--- src/hw/rtl/itcrd_pkg.sv ---
package itcrd_pkg;

   // sizing
   localparam int MAX_BASE     = 16;
   localparam int ALPHABET_CAP = 16;
   localparam int DIGIT_SLOTS  = 32;
   localparam int DIGIT_W      = 4;
   localparam int SLOT_AW      = $clog2(DIGIT_SLOTS);
   localparam int COUNT_W      = SLOT_AW + 1;
   localparam int VALUE_W      = 32;
   localparam int CHAR_W       = 8;
   localparam int RADIX_W      = 5;
   localparam int CSR_DATA_W   = 64;
   localparam int CSR_INDEX_W  = 2;

   // special characters
   localparam logic [CHAR_W-1:0] CHAR_MINUS = 8'h2D;
   localparam logic [CHAR_W-1:0] CHAR_PLUS  = 8'h2B;

   // register indexes
   localparam logic [CSR_INDEX_W-1:0] CSR_ALPHA_LOW  = 2'd0;
   localparam logic [CSR_INDEX_W-1:0] CSR_ALPHA_HIGH = 2'd1;
   localparam logic [CSR_INDEX_W-1:0] CSR_RADIX      = 2'd2;

   typedef enum logic [2:0] {
      ST_IDLE,
      ST_CHECK,
      ST_DIVIDE,
      ST_SIGN,
      ST_EMIT
   } state_type;

   // controller to datapath
   typedef struct packed {
      logic load;
      logic div_step;
      logic sign_push;
      logic digit_push;
   } dp_cmd_type;

   // datapath to controller
   typedef struct packed {
      logic alpha_ok;
      logic digit_done;
      logic more_digits;
      logic negative;
      logic slot_free;
      logic ptr_zero;
   } dp_status_type;

endpackage

--- src/hw/rtl/itcrd_if.sv ---
interface itcrd_req_if;
   logic                                  valid;
   logic                                  ready;
   logic signed [itcrd_pkg::VALUE_W-1:0]  value;

   modport source (output valid, output value, input ready);
   modport sink   (input valid, input value, output ready);
endinterface

interface itcrd_rsp_if;
   logic                          valid;
   logic                          ready;
   logic [itcrd_pkg::CHAR_W-1:0]  character;
   logic                          last;

   modport source (output valid, output character, output last, input ready);
   modport sink   (input valid, input character, input last, output ready);
endinterface

interface itcrd_csr_if;
   logic                               valid;
   logic                               ready;
   logic [itcrd_pkg::CSR_INDEX_W-1:0]  index;
   logic [itcrd_pkg::CSR_DATA_W-1:0]   data;

   modport source (output valid, output index, output data, input ready);
   modport sink   (input valid, input index, input data, output ready);
endinterface

--- src/hw/rtl/itcrd_ram.sv ---
module itcrd_ram #(
   parameter int WIDTH = 8,
   parameter int DEPTH = 32
) (
   input  logic                     clock,
   input  logic                     wr_en,
   input  logic [$clog2(DEPTH)-1:0] wr_addr,
   input  logic [WIDTH-1:0]         wr_data,
   input  logic [$clog2(DEPTH)-1:0] rd_addr,
   output logic [WIDTH-1:0]         rd_data
);

   logic [WIDTH-1:0] mem [DEPTH];

   // one write port, registered read port
   always_ff @(posedge clock) begin
      if (wr_en) begin
         mem[wr_addr] <= wr_data;
      end
      rd_data <= mem[rd_addr];
   end

endmodule

--- src/hw/rtl/itcrd_ctrl.sv ---
module itcrd_ctrl (
   input  logic                     clock,
   input  logic                     reset,
   input  logic                     req_valid,
   output logic                     req_ready,
   input  itcrd_pkg::dp_status_type status,
   output itcrd_pkg::dp_cmd_type    cmd
);

   itcrd_pkg::state_type state_ff;
   itcrd_pkg::state_type state_in;

   // state register
   always_ff @(posedge clock) begin
      if (reset) begin
         state_ff <= itcrd_pkg::ST_IDLE;
      end else begin
         state_ff <= state_in;
      end
   end

   // next state
   always_comb begin
      state_in = state_ff;
      case (state_ff)
         itcrd_pkg::ST_IDLE: begin
            if (req_valid) begin
               state_in = itcrd_pkg::ST_CHECK;
            end
         end
         itcrd_pkg::ST_CHECK: begin
            state_in = status.alpha_ok ? itcrd_pkg::ST_DIVIDE : itcrd_pkg::ST_IDLE;
         end
         itcrd_pkg::ST_DIVIDE: begin
            if (status.digit_done && !status.more_digits) begin
               state_in = itcrd_pkg::ST_SIGN;
            end
         end
         itcrd_pkg::ST_SIGN: begin
            if (!status.negative || status.slot_free) begin
               state_in = itcrd_pkg::ST_EMIT;
            end
         end
         itcrd_pkg::ST_EMIT: begin
            if (status.slot_free && status.ptr_zero) begin
               state_in = itcrd_pkg::ST_IDLE;
            end
         end
         default: begin
            state_in = itcrd_pkg::ST_IDLE;
         end
      endcase
   end

   // outputs
   always_comb begin
      req_ready      = 1'b0;
      cmd.load       = 1'b0;
      cmd.div_step   = 1'b0;
      cmd.sign_push  = 1'b0;
      cmd.digit_push = 1'b0;
      case (state_ff)
         itcrd_pkg::ST_IDLE: begin
            req_ready = 1'b1;
            cmd.load  = req_valid;
         end
         itcrd_pkg::ST_CHECK: begin
         end
         itcrd_pkg::ST_DIVIDE: begin
            cmd.div_step = 1'b1;
         end
         itcrd_pkg::ST_SIGN: begin
            cmd.sign_push = status.negative && status.slot_free;
         end
         itcrd_pkg::ST_EMIT: begin
            cmd.digit_push = status.slot_free;
         end
         default: begin
         end
      endcase
   end

endmodule

--- src/hw/rtl/itcrd_dp.sv ---
module itcrd_dp (
   input  logic                                 clock,
   input  logic                                 reset,
   input  logic signed [itcrd_pkg::VALUE_W-1:0] req_value,
   itcrd_rsp_if.source                          rsp_ch,
   itcrd_csr_if.sink                            csr_ch,
   input  itcrd_pkg::dp_cmd_type                cmd,
   output itcrd_pkg::dp_status_type             status
);

   // configuration registers
   logic [itcrd_pkg::CSR_DATA_W-1:0] alpha_lo_ff;
   logic [itcrd_pkg::CSR_DATA_W-1:0] alpha_hi_ff;
   logic [itcrd_pkg::RADIX_W-1:0]    radix_ff;

   // division state
   logic [itcrd_pkg::VALUE_W-1:0]    mag_ff;
   logic [itcrd_pkg::VALUE_W-1:0]    mag_in;
   logic                             neg_ff;
   logic                             neg_in;
   logic [1:0]                       byte_ff;
   logic [1:0]                       byte_in;
   logic [itcrd_pkg::RADIX_W-1:0]    rem_ff;
   logic [itcrd_pkg::RADIX_W-1:0]    rem_in;
   logic [itcrd_pkg::COUNT_W-1:0]    count_ff;
   logic [itcrd_pkg::COUNT_W-1:0]    count_in;
   logic [itcrd_pkg::SLOT_AW-1:0]    ptr_ff;
   logic [itcrd_pkg::SLOT_AW-1:0]    ptr_in;

   // output register
   logic                             out_valid_ff;
   logic                             out_valid_in;
   logic [itcrd_pkg::CHAR_W-1:0]     out_char_ff;
   logic [itcrd_pkg::CHAR_W-1:0]     out_char_in;
   logic                             out_last_ff;
   logic                             out_last_in;

   logic [itcrd_pkg::VALUE_W-1:0]    raw;
   logic [itcrd_pkg::VALUE_W-1:0]    mag_load;
   logic [itcrd_pkg::CHAR_W-1:0]     sel_byte;
   logic [itcrd_pkg::CHAR_W-1:0]     qbyte;
   logic [itcrd_pkg::RADIX_W-1:0]    rem_next;
   logic [itcrd_pkg::VALUE_W-1:0]    mag_step;
   logic                             digit_done;
   logic                             ram_wr_en;
   logic [itcrd_pkg::DIGIT_W-1:0]    ram_rd_data;
   logic                             slot_free;
   logic                             alpha_ok;

   function automatic logic [1:0] top_byte(input logic [itcrd_pkg::VALUE_W-1:0] m);
      logic [1:0] b;
      if (m[31:24] != 8'd0) begin
         b = 2'd3;
      end else if (m[23:16] != 8'd0) begin
         b = 2'd2;
      end else if (m[15:8] != 8'd0) begin
         b = 2'd1;
      end else begin
         b = 2'd0;
      end
      return b;
   endfunction

   function automatic logic [itcrd_pkg::CHAR_W-1:0] alpha_char(
      input logic [itcrd_pkg::CSR_DATA_W-1:0] lo,
      input logic [itcrd_pkg::CSR_DATA_W-1:0] hi,
      input logic [itcrd_pkg::DIGIT_W-1:0]    k
   );
      logic [itcrd_pkg::CSR_DATA_W-1:0] word;
      word = k[3] ? hi : lo;
      return word[{k[2:0], 3'b000} +: 8];
   endfunction

   // configuration writes
   assign csr_ch.ready = 1'b1;

   always_ff @(posedge clock) begin
      if (reset) begin
         alpha_lo_ff <= '0;
         alpha_hi_ff <= '0;
         radix_ff    <= '0;
      end else if (csr_ch.valid) begin
         case (csr_ch.index)
            itcrd_pkg::CSR_ALPHA_LOW:  alpha_lo_ff <= csr_ch.data;
            itcrd_pkg::CSR_ALPHA_HIGH: alpha_hi_ff <= csr_ch.data;
            itcrd_pkg::CSR_RADIX:      radix_ff    <= csr_ch.data[itcrd_pkg::RADIX_W-1:0];
            default: begin
            end
         endcase
      end
   end

   // alphabet check: radix range, forbidden characters, repeats
   always_comb begin
      logic [itcrd_pkg::CHAR_W-1:0] ci;
      alpha_ok = ({1'b0, radix_ff} >= 6'd2)
              && ({1'b0, radix_ff} <= 6'(itcrd_pkg::MAX_BASE))
              && ({1'b0, radix_ff} <= 6'(itcrd_pkg::ALPHABET_CAP));
      for (int i = 0; i < itcrd_pkg::ALPHABET_CAP; i++) begin
         ci = alpha_char(alpha_lo_ff, alpha_hi_ff, 4'(i));
         if (5'(i) < radix_ff) begin
            if (ci == 8'd0 || ci == itcrd_pkg::CHAR_PLUS || ci == itcrd_pkg::CHAR_MINUS) begin
               alpha_ok = 1'b0;
            end
            for (int j = 0; j < i; j++) begin
               if (alpha_char(alpha_lo_ff, alpha_hi_ff, 4'(j)) == ci) begin
                  alpha_ok = 1'b0;
               end
            end
         end
      end
   end

   // magnitude of the incoming value, wraps correctly for the most negative one
   assign raw      = $unsigned(req_value);
   assign mag_load = raw[31] ? (32'd0 - raw) : raw;

   // eight restoring division steps on one byte of the magnitude
   always_comb begin
      logic [itcrd_pkg::RADIX_W-1:0] rv;
      logic [itcrd_pkg::RADIX_W-1:0] trial;
      sel_byte = mag_ff[{byte_ff, 3'b000} +: 8];
      rv       = rem_ff;
      qbyte    = '0;
      for (int i = 7; i >= 0; i--) begin
         trial = {rv[3:0], sel_byte[i]};
         if (trial >= radix_ff) begin
            qbyte[i] = 1'b1;
            rv       = trial - radix_ff;
         end else begin
            rv = trial;
         end
      end
      rem_next = rv;
      mag_step = mag_ff;
      mag_step[{byte_ff, 3'b000} +: 8] = qbyte;
   end

   assign digit_done = (byte_ff == 2'd0);
   assign ram_wr_en  = cmd.div_step && digit_done;
   assign slot_free  = !out_valid_ff || rsp_ch.ready;

   // next values of the division and readout state
   always_comb begin
      mag_in   = mag_ff;
      neg_in   = neg_ff;
      byte_in  = byte_ff;
      rem_in   = rem_ff;
      count_in = count_ff;
      ptr_in   = ptr_ff;
      if (cmd.load) begin
         mag_in   = mag_load;
         neg_in   = raw[31];
         byte_in  = top_byte(mag_load);
         rem_in   = '0;
         count_in = '0;
      end else if (cmd.div_step) begin
         mag_in = mag_step;
         if (digit_done) begin
            count_in = count_ff + 1'b1;
            rem_in   = '0;
            byte_in  = top_byte(mag_step);
            ptr_in   = count_ff[itcrd_pkg::SLOT_AW-1:0];
         end else begin
            byte_in = byte_ff - 1'b1;
            rem_in  = rem_next;
         end
      end else if (cmd.digit_push) begin
         ptr_in = ptr_ff - 1'b1;
      end
   end

   always_ff @(posedge clock) begin
      mag_ff   <= mag_in;
      neg_ff   <= neg_in;
      byte_ff  <= byte_in;
      rem_ff   <= rem_in;
      count_ff <= count_in;
      ptr_ff   <= ptr_in;
   end

   // digit buffer, read address follows the next pointer
   itcrd_ram #(
      .WIDTH (itcrd_pkg::DIGIT_W),
      .DEPTH (itcrd_pkg::DIGIT_SLOTS)
   ) u_digit_ram (
      .clock   (clock),
      .wr_en   (ram_wr_en),
      .wr_addr (count_ff[itcrd_pkg::SLOT_AW-1:0]),
      .wr_data (rem_next[itcrd_pkg::DIGIT_W-1:0]),
      .rd_addr (ptr_in),
      .rd_data (ram_rd_data)
   );

   // output register
   always_comb begin
      out_valid_in = out_valid_ff;
      out_char_in  = out_char_ff;
      out_last_in  = out_last_ff;
      if (cmd.sign_push) begin
         out_valid_in = 1'b1;
         out_char_in  = itcrd_pkg::CHAR_MINUS;
         out_last_in  = 1'b0;
      end else if (cmd.digit_push) begin
         out_valid_in = 1'b1;
         out_char_in  = alpha_char(alpha_lo_ff, alpha_hi_ff, ram_rd_data);
         out_last_in  = (ptr_ff == '0);
      end else if (rsp_ch.ready) begin
         out_valid_in = 1'b0;
      end
   end

   always_ff @(posedge clock) begin
      if (reset) begin
         out_valid_ff <= 1'b0;
      end else begin
         out_valid_ff <= out_valid_in;
      end
   end

   always_ff @(posedge clock) begin
      out_char_ff <= out_char_in;
      out_last_ff <= out_last_in;
   end

   assign rsp_ch.valid     = out_valid_ff;
   assign rsp_ch.character = out_char_ff;
   assign rsp_ch.last      = out_last_ff;

   // status to the controller
   assign status.alpha_ok    = alpha_ok;
   assign status.digit_done  = digit_done;
   assign status.more_digits = (mag_step != '0)
                            && (count_ff != itcrd_pkg::COUNT_W'(itcrd_pkg::DIGIT_SLOTS - 1));
   assign status.negative    = neg_ff;
   assign status.slot_free   = slot_free;
   assign status.ptr_zero    = (ptr_ff == '0);

endmodule

--- src/hw/rtl/integer_to_custom_radix_digits.sv ---
// sequence: accept, a check state, per digit one byte-wide restoring divider step for each
//   byte from the highest nonzero byte of the magnitude down, a sign state, then one digit
//   per output beat while the output register is free; the sign, if any, is sent first
// throughput: one value at a time; the longest result is 33 characters (radix 2, -2^31)
// reset: synchronous, clears control state and the alphabet and radix registers;
//   the digit buffer is not cleared and needs no clearing pass
module integer_to_custom_radix_digits (
   input  logic        clock,
   input  logic        reset,
   itcrd_req_if.sink   req_ch,
   itcrd_rsp_if.source rsp_ch,
   itcrd_csr_if.sink   csr_ch
);

   itcrd_pkg::dp_cmd_type    cmd;
   itcrd_pkg::dp_status_type status;
   logic                     req_ready;

   assign req_ch.ready = req_ready;

   // sequencer
   itcrd_ctrl u_ctrl (
      .clock     (clock),
      .reset     (reset),
      .req_valid (req_ch.valid),
      .req_ready (req_ready),
      .status    (status),
      .cmd       (cmd)
   );

   // divider, digit buffer, output register, configuration
   itcrd_dp u_dp (
      .clock     (clock),
      .reset     (reset),
      .req_value (req_ch.value),
      .rsp_ch    (rsp_ch),
      .csr_ch    (csr_ch),
      .cmd       (cmd),
      .status    (status)
   );

endmodule

--- src/flat_wrapper.sv ---
// flat-port wrapper written by rule: the top's interface ports become plain ports
module integer_to_custom_radix_digits_flat 
  (clock, reset, req_ch_valid, req_ch_value, req_ch_ready, rsp_ch_valid, rsp_ch_character, rsp_ch_last, rsp_ch_ready, csr_ch_valid, csr_ch_index, csr_ch_data, csr_ch_ready);
  itcrd_req_if req_ch_i ();
  itcrd_rsp_if rsp_ch_i ();
  itcrd_csr_if csr_ch_i ();
  input  logic clock;
  input  logic reset;
  input wire logic [$bits(req_ch_i.valid)-1:0] req_ch_valid;
  input wire logic [$bits(req_ch_i.value)-1:0] req_ch_value;
  output wire logic [$bits(req_ch_i.ready)-1:0] req_ch_ready;
  output wire logic [$bits(rsp_ch_i.valid)-1:0] rsp_ch_valid;
  output wire logic [$bits(rsp_ch_i.character)-1:0] rsp_ch_character;
  output wire logic [$bits(rsp_ch_i.last)-1:0] rsp_ch_last;
  input wire logic [$bits(rsp_ch_i.ready)-1:0] rsp_ch_ready;
  input wire logic [$bits(csr_ch_i.valid)-1:0] csr_ch_valid;
  input wire logic [$bits(csr_ch_i.index)-1:0] csr_ch_index;
  input wire logic [$bits(csr_ch_i.data)-1:0] csr_ch_data;
  output wire logic [$bits(csr_ch_i.ready)-1:0] csr_ch_ready;
  assign req_ch_i.valid = req_ch_valid;
  assign req_ch_i.value = req_ch_value;
  assign req_ch_ready = req_ch_i.ready;
  assign rsp_ch_valid = rsp_ch_i.valid;
  assign rsp_ch_character = rsp_ch_i.character;
  assign rsp_ch_last = rsp_ch_i.last;
  assign rsp_ch_i.ready = rsp_ch_ready;
  assign csr_ch_i.valid = csr_ch_valid;
  assign csr_ch_i.index = csr_ch_index;
  assign csr_ch_i.data = csr_ch_data;
  assign csr_ch_ready = csr_ch_i.ready;
  integer_to_custom_radix_digits u_core (.clock(clock), .reset(reset), .req_ch(req_ch_i), .rsp_ch(rsp_ch_i), .csr_ch(csr_ch_i));
endmodule
--- config.mk ---
export PLATFORM = sky130hd
export DESIGN_NAME = integer_to_custom_radix_digits_flat
export DESIGN_NICKNAME = d
export VERILOG_FILES = /design/src/hw/rtl/itcrd_pkg.sv /design/src/hw/rtl/itcrd_if.sv /design/src/hw/rtl/itcrd_ram.sv /design/src/hw/rtl/itcrd_ctrl.sv /design/src/hw/rtl/itcrd_dp.sv /design/src/hw/rtl/integer_to_custom_radix_digits.sv /design/src/flat_wrapper.sv
export SDC_FILE = /design/constraint.sdc
export NUM_CORES = 1
export LEC_CHECK = 0
export BUFFER_PORTS_ARGS = -buffer_cell sky130_fd_sc_hd__buf_2
export CORE_MARGIN = 2
export CORE_UTILIZATION = 33
export DETAILED_ROUTE_END_ITERATION = 10
export PLACE_DENSITY = 0.47
export SYNTH_ARGS = -nofsm -noshare
export SYNTH_HDL_FRONTEND = slang
export SYNTH_SLANG_ARGS = --single-unit
--- constraint.sdc ---
create_clock -name clock -period 15.9 [get_ports clock]
set_input_delay 3.975 -clock clock [delete_from_list [all_inputs] [get_ports clock]]
set_output_delay 3.975 -clock clock [all_outputs]
set_load 0.01 [all_outputs]
==> summary.txt, run 1 <==
run status - complete, no violations
Slowest-stage cell, CP - sky130_fd_sc_hd__mux2i_4
Async S/R FF share, synth - 0
first-pass iteration count of the detailed router - 5
final-report max-slew violation count - 0
category of the most critical setup path - flip-flop to flip-flop
category of the worst setup path launch point - flip-flop
count of endpoints failing hold in the final timing report - 0
number of max-cap violations - 0
gpl congestion - 0.908
largest net degree at the start of global routing - 72
Vias per Instance - 5.62
Core Footprint - 86,600 um^2
number of unique standard cell types used by synthesis - 73
setup repair after global routing missed its margin - no
flip-flop cell with the highest count after synthesis - sky130_fd_sc_hd__dfxtp_1
Synth Cell Area - 28,800 um^2
final setup vio count - 0
power per cell area - 259 nW/um^2
Period minus WS final - 14,380 ps
final period utilization - 0.905
violation count after the first detailed-route iteration - 2,741
register-to-register path setup slack - 1520 ps
starting utilization of the core area - 0.333
latest clock arrival within the worst-skew pair - 610 ps
commonest non-fill, non-tap cells in the layout - sky130_fd_sc_hd__xor2_1, sky130_fd_sc_hd__xnor2_1, sky130_fd_sc_hd__nand2_1
post-synthesis sequential area ratio - 0.284
Critical Path End Type - flip-flop
TritonCTS Sinks - 328
multi-input combinational cell area - 19,100 um^2
total leakage power - 13.5 nW
number of antenna violations at the first check in global routing - 2
Post-CTS Resized - 0
post-placement cell area - 30,500 um^2
Cells after Synth - 3,243
crit path max fanout - 33
Hold-fix buffers, CTS - 0
Die Area - 89,800 um^2
net total in the final layout - 3,361
vias after detailed routing - 24,659
master cell of the clock root buffer - sky130_fd_sc_hd__clkbuf_16
ports placed on the boundary - 115
most frequent CP cell - sky130_fd_sc_hd__a21oi_1
sum of negative setup slack - 0 ps
headroom to the max-slew limit - 0.177
slew at the pin with the worst max-slew slack - 1230 ps
floorplan die width - 300 um
fill cell count - 8,828
antenna-violating nets left - 0
Setup Buffers After CTS - 0
DP Wirelength - 72,200 um
FMAX - 69.5 MHz
via count of the first global-routing pass - 23,605
number of buffers between clock root and the deepest sink - 3
final clock skew - 39.1 ps
number of nets in the synthesized netlist - 3,407
combined global-route utilization of all metal layers - 0.250
highest ir drop seen on vdd - 1710 uV
clock transition at the register clock pins on the worst setup and hold paths after CTS - 60 ps
Site Rows - 108
average wire length per cell after detail routing - 26.1 um
remaining global-route overflow - 0
commonest non-fill, non-tap cell in the layout - sky130_fd_sc_hd__xor2_1
fraction of layout instances using a drive strength above 1 - 0.139
H-Tree Level Count - 2
DR DRC count - 0
area taken by flip-flops and latches - 8200 um^2
count of warnings emitted by yosys - 0
global-route wire length before repair - 168,000 um
Inserted Clock Buffers - 40
critical path's largest stage delay - 810 ps
arrival time worst endpoint - 14,630 ps
TritonCTS clock tree - built
die height - 300 um
count of flip-flops with a built-in enable after synthesis - 163
cell area after layout - 31,900 um^2
P&R area growth vs syn - 10.7%
per-instance average area after synthesis - 8.89 um^2
Synth Register Bits - 328
critical path data required time - 16,140 ps
Hold Path Class - flip-flop to flip-flop
Total Wirelength - 114,000 um
number of buffers added on ports - 113
==> report_power, final <==
part	switching (mW)	internal, mW	leakage (nW)	total (mW)
clock network	0.409	0.554	0.643	0.963
registers	0.0304	2.62	2.82	2.65
logic	3.15	1.50	10.0	4.65
total	3.59	4.67	13.5	8.27
==> sequential cells by signal, summed over array words and instances, names as in the netlist, 2 cells and up <==
signal,cells
u_core.u_dp.alpha_hi_ff,64
u_core.u_dp.rsp_ch.character,8
u_core.u_dp.rem_ff,4
u_core.u_dp.mag_ff,32
u_core.u_dp.radix_ff,5
u_core.u_dp.count_ff,6
u_core.u_ctrl.state_ff,3
u_core.u_dp.byte_ff,2
u_core.u_dp.ptr_ff,5
u_core.u_dp.alpha_lo_ff,64
u_core.u_dp.u_digit_ram.mem,128
u_core.u_dp.u_digit_ram.rd_data,4
==> final timing paths <==
check                             startpoint                           endpoint  cells past startpoint
setup / recovery      u_core.u_dp.byte_ff[0]  u_core.u_dp.u_digit_ram.mem[2][1]                     55
setup reg to reg      u_core.u_dp.byte_ff[0]  u_core.u_dp.u_digit_ram.mem[2][1]                     55
hold reg to reg   u_core.u_dp.alpha_lo_ff[0]         u_core.u_dp.alpha_lo_ff[0]                      2
hold / removal    u_core.u_dp.alpha_lo_ff[0]         u_core.u_dp.alpha_lo_ff[0]                      2
==> cells by family (layout without fill, tap and decap cells) <==
logic type,Yosys count,count (layout),share of synthesized area
xor+xnor,1024,1024,0.311
compound gates,421,421,0.0889
flops,328,328,0.284
mux,128,128,0.0794
simple gates,888,888,0.150
other cells,1,2,0.000130
buf+inv,392,378,0.0573
fa+ha+maj,61,61,0.0286
==> cells in the mapped netlist, types with 5 or more instances <==
| library cell | number | area, um^2 |
|---|---|---|
| sky130_fd_sc_hd__buf_1 | 98 | 368 |
| sky130_fd_sc_hd__nand4_1 | 123 | 769 |
| sky130_fd_sc_hd__o21ai_0 | 49 | 245 |
| sky130_fd_sc_hd__nand2_1 | 381 | 1430 |
| sky130_fd_sc_hd__a32o_1 | 5 | 50.1 |
| sky130_fd_sc_hd__ha_1 | 53 | 663 |
| sky130_fd_sc_hd__mux2_2 | 27 | 304 |
| sky130_fd_sc_hd__clkbuf_1 | 127 | 477 |
| sky130_fd_sc_hd__xor2_1 | 555 | 4860 |
| sky130_fd_sc_hd__xnor2_1 | 469 | 4110 |
| sky130_fd_sc_hd__nand3_1 | 29 | 145 |
| sky130_fd_sc_hd__nor2_1 | 111 | 417 |
| sky130_fd_sc_hd__o21ai_1 | 7 | 35.0 |
| sky130_fd_sc_hd__or4_1 | 17 | 128 |
| sky130_fd_sc_hd__nand2b_1 | 8 | 50.1 |
| sky130_fd_sc_hd__a21o_1 | 11 | 82.6 |
| sky130_fd_sc_hd__a221oi_1 | 35 | 307 |
| sky130_fd_sc_hd__nor3_1 | 25 | 125 |
| sky130_fd_sc_hd__nor2b_1 | 5 | 31.3 |
| sky130_fd_sc_hd__or3_1 | 7 | 43.8 |
| sky130_fd_sc_hd__nand3b_1 | 5 | 37.5 |
| sky130_fd_sc_hd__buf_2 | 114 | 571 |
| sky130_fd_sc_hd__a41oi_1 | 7 | 61.3 |
| sky130_fd_sc_hd__a21oi_1 | 231 | 1160 |
| sky130_fd_sc_hd__edfxtp_1 | 163 | 4890 |
| sky130_fd_sc_hd__mux2i_1 | 23 | 230 |
| sky130_fd_sc_hd__inv_1 | 42 | 158 |
| sky130_fd_sc_hd__dfxtp_1 | 165 | 3300 |
| sky130_fd_sc_hd__nor4_1 | 152 | 951 |
| sky130_fd_sc_hd__a211oi_1 | 7 | 52.6 |
| sky130_fd_sc_hd__o31ai_1 | 10 | 75.1 |
| sky130_fd_sc_hd__mux4_2 | 78 | 1760 |
| sky130_fd_sc_hd__a22oi_1 | 6 | 45.0 |
| sky130_fd_sc_hd__fa_1 | 8 | 160 |
| sky130_fd_sc_hd__o22ai_1 | 15 | 93.8 |
==> through the flow <==
step / setup WS (ps) / instances / utilization / power (mW) / hold slack, ps
floorplan: 3390 / 3243 / - / 6.37 / 474
global placement: 1540 / 4310 / 0.353 / 7.28 / 444
detailed placement: 1480 / 4310 / 0.353 / 7.33 / 449
CTS: 1400 / 4384 / 0.368 / 8.28 / 458
global route: 167 / 4385 / 0.368 / 8.47 / 472
finish: 1520 / 4385 / 0.368 / 8.27 / 453
==> cell type report <==
class,count,area share
tap,1155,0.0453
timing repair buffer,258,0.0519
inverter,46,0.00541
antenna,1,0.0000784
clock buffer,58,0.0344
multi-input combinational,2523,0.598
sequential,328,0.257
clock inverter,16,0.00831
==> critical path: cells and delay by family (launching register included) <==
family / cells / cell delay [ps]
compound gates: 30 / 7450
fa+ha+maj: 8 / 2270
buf+inv: 10 / 1180
flops: 1 / 740
mux: 3 / 1890
simple gates: 4 / 480
==> routing by layer <==
layer,part of all wire,vias up,track usage
met1,0.44,12149,0.347
met3,0.081,258,0.0449
li1,-,11106,-
met5,0,-,0
met2,0.44,1146,0.387
met4,0.039,0,0.0905
Note: power is estimated with default switching activity, not from simulation.
==> run 2: changes to the inputs <==
CORE_UTILIZATION = 54   (was 33)
PLACE_DENSITY = 0.7   (was 0.47)
==> run 2 against run 1 <==
Setup slack got worse by 420 ps. Cell count is 11% lower. Combinational power shrank 2%. Critical path type unchanged. Core utilization grew 22 points. Non-clock buffer count decreased by 13. Critical path depth fell by 3. Sequential share of layout area up 0.68 points.
==> summary.txt, run 2 (synthesized netlist as in run 1, its figures left out) <==
floorplan die width - 235 um (-22%)
number of max-cap violations - 0 (unchanged)
TritonCTS clock tree - built
critical path data required time - 16,200 ps (+60 ps)
family with the most delay on the worst path - compound AO/OA/AOI/OAI gates
critical path's largest stage delay - 800 ps (about the same)
count of endpoints failing hold in the final timing report - 0 (unchanged)
crit path max fanout - 33 (unchanged)
Worst setup startpoint - u_core.u_dp.byte_ff[0]
final-report max-slew violation count - 0 (unchanged)
global-route wire length before repair - 154,000 um (-8.3%)
area taken by flip-flops and latches - 8200 um^2 (about the same)
Hold-fix buffers, CTS - 0 (unchanged)
total leakage power - 13.4 nW (-0.93%)
final period utilization - 0.931 (+0.0261)
net total in the final layout - 3,345 (-0.48%)
number of buffers between clock root and the deepest sink - 3 (unchanged)
register with the most flip-flops - u_core.u_dp.u_digit_ram.mem
category of the worst setup path launch point - flip-flop
run status - complete, no violations
met1 demand-to-capacity share in global routing - 0.452 (+0.105)
sum of negative setup slack - 0 ps (unchanged)
Post-CTS Resized - 0 (unchanged)
first-pass iteration count of the detailed router - 6 (+1)
arrival time worst endpoint - 15,100 ps (+470 ps)
vias after detailed routing - 25,807 (+4.7%)
clock transition at the register clock pins on the worst setup and hold paths after CTS - 60 ps (about the same)
Core Footprint - 52,700 um^2 (-39%)
ports placed on the boundary - 115 (unchanged)
master cell of the clock root buffer - sky130_fd_sc_hd__clkbuf_16
slew at the pin with the worst max-slew slack - 1350 ps (+117 ps)
DR DRC count - 0 (unchanged)
Slowest-stage cell, CP - sky130_fd_sc_hd__o21ai_1
starting utilization of the core area - 0.548 (+0.215)
setup repair after global routing missed its margin - no
Total Wirelength - 101,000 um (-11%)
number of antenna violations at the first check in global routing - 6 (+4)
number of buffer and inverter stages on the critical path - 8 (-2)
latest clock arrival within the worst-skew pair - 600 ps (about the same)
die height - 235 um (-22%)
antenna-violating nets left - 0 (unchanged)
Setup Buffers After CTS - 0 (unchanged)
gpl congestion - 1.02 (+12%)
fill cell count - 4,458 (-50%)
remaining global-route overflow - 0 (unchanged)
P&R area growth vs syn - 7.78%
met3 demand-to-capacity share in global routing - 0.0900 (+0.0451)
most frequent CP cell - sky130_fd_sc_hd__a21oi_1
final setup vio count - 0 (unchanged)
multi-input combinational cell area - 19,000 um^2 (-0.12%)
commonest non-fill, non-tap cell in the layout - sky130_fd_sc_hd__xor2_1
max reg flops - 128 (unchanged)
fraction of layout instances using a drive strength above 1 - 0.136 (-0.00291)
Vias per Instance - 6.61 (+18%)
final clock skew - 28.7 ps (-10.4 ps)
via count of the first global-routing pass - 25,578 (+8.4%)
average wire length per cell after detail routing - 26.0 um (-0.29%)
Site Rows - 84 (-22%)
TritonCTS Sinks - 328 (unchanged)
largest net degree at the start of global routing - 82 (+14%)
H-Tree Level Count - 2 (unchanged)
setup slack after layout - 1100 ps (-416 ps)
Critical Path End Type - flip-flop
reg-to-reg startpoint - u_core.u_dp.byte_ff[0]
power per cell area - 263 nW/um^2 (+1.4%)
Inserted Clock Buffers - 37 (-7.5%)
commonest non-fill, non-tap cells in the layout - sky130_fd_sc_hd__xor2_1, sky130_fd_sc_hd__xnor2_1, sky130_fd_sc_hd__nand2_1
Regs by FF count - u_core.u_dp.u_digit_ram.mem x128, u_core.u_dp.alpha_hi_ff x64, u_core.u_dp.alpha_lo_ff x64
Die Area - 55,300 um^2 (-38%)
met2 track demand over resource in global routing - 0.554 (+0.166)
FMAX - 67.6 MHz (-2.8%)
min-delay src - u_core.u_dp.alpha_lo_ff[23]
combined global-route utilization of all metal layers - 0.358 (+0.108)
highest ir drop seen on vdd - 1570 uV (-8.1%)
Setup WS pre-CTS - 768 ps (-709 ps)
headroom to the max-slew limit - 0.0985 (-0.0781)
number of buffers added on ports - 113 (unchanged)
category of the most critical setup path - flip-flop to flip-flop
DP Wirelength - 63,900 um (-11%)
most used routing layer in global routing - met2
Hold Path Class - flip-flop to flip-flop
violation count after the first detailed-route iteration - 3,569 (+30%)
Period minus WS final - 14,800 ps (+416 ps)
-- run 2: cell count changes in the layout (fill, tap and decap cells not counted), sizes merged --
cell,change
bufinv,-1
clkinvlp,+1
clkbuf,-14
clkinv,+8
buf,-13
diode,+3
-- run 2: layout make-up --
type | count | area share
Multi-Input combinational cell | 2523 | 0.613
Sequential cell | 328 | 0.264
Timing Repair Buffer | 245 | 0.0502
Clock buffer | 44 | 0.0313
Tap cell | 688 | 0.0277
Clock inverter | 24 | 0.00837
Inverter | 46 | 0.00556
Antenna cell | 4 | 0.000322
-- run 2: power breakdown --
group / leakage (nW) / internal [mW] / total, mW / switching (mW)
sequential: 2.82 / 2.68 / 2.72 / 0.0362
clock: 0.594 / 0.495 / 0.883 / 0.389
combinational: 9.94 / 1.40 / 4.56 / 3.16
-- run 2: worst paths after layout --
| kind | end | slack [ps] | cells past startpoint |
|---|---|---|---|
| worst max-delay path | u_core.u_dp.u_digit_ram.mem[0][2] | 1100 | 52 |
| worst min-delay path | u_core.u_dp.alpha_lo_ff[23] | 460 | 2 |
| worst max register to register | u_core.u_dp.u_digit_ram.mem[0][2] | 1100 | 52 |
| worst min register to register | u_core.u_dp.alpha_lo_ff[23] | 460 | 2 |
-- run 2: stage by stage --
stage,power (mW),cell area [um^2],hold WS (ps),util,cells
2_1_floorplan,6.37,28800,474,-,3243
3_5_place_dp,7.32,29800,448,0.566,3830
6_report,8.16,31100,457,0.590,3902
3_3_place_gp,7.15,29800,443,0.566,3830
4_1_cts,8.20,31100,457,0.590,3898
5_1_grt,8.41,31100,482,0.590,3902
-- run 2: metal layers --
layer / wire length, um / vias up / share of wire
met4: 6270 / 6 / 0.062
li1: - / 11083 / -
met5: 79 / - / 0.00078
met1: 37700 / 12354 / 0.37
met2: 45100 / 1869 / 0.44
met3: 12300 / 495 / 0.12
-- run 2: worst register-to-register path: cells and delay by family (launching register included) --
kind                     cells  cell delay (ps)
flip-flops                   1              750
buffers and inverters        8             1030
adder cells (fa/ha/maj)      8             2320
multiplexers                 4             2110
AO/OA/AOI/OAI               29             7860
AND/OR/NAND/NOR              3              400
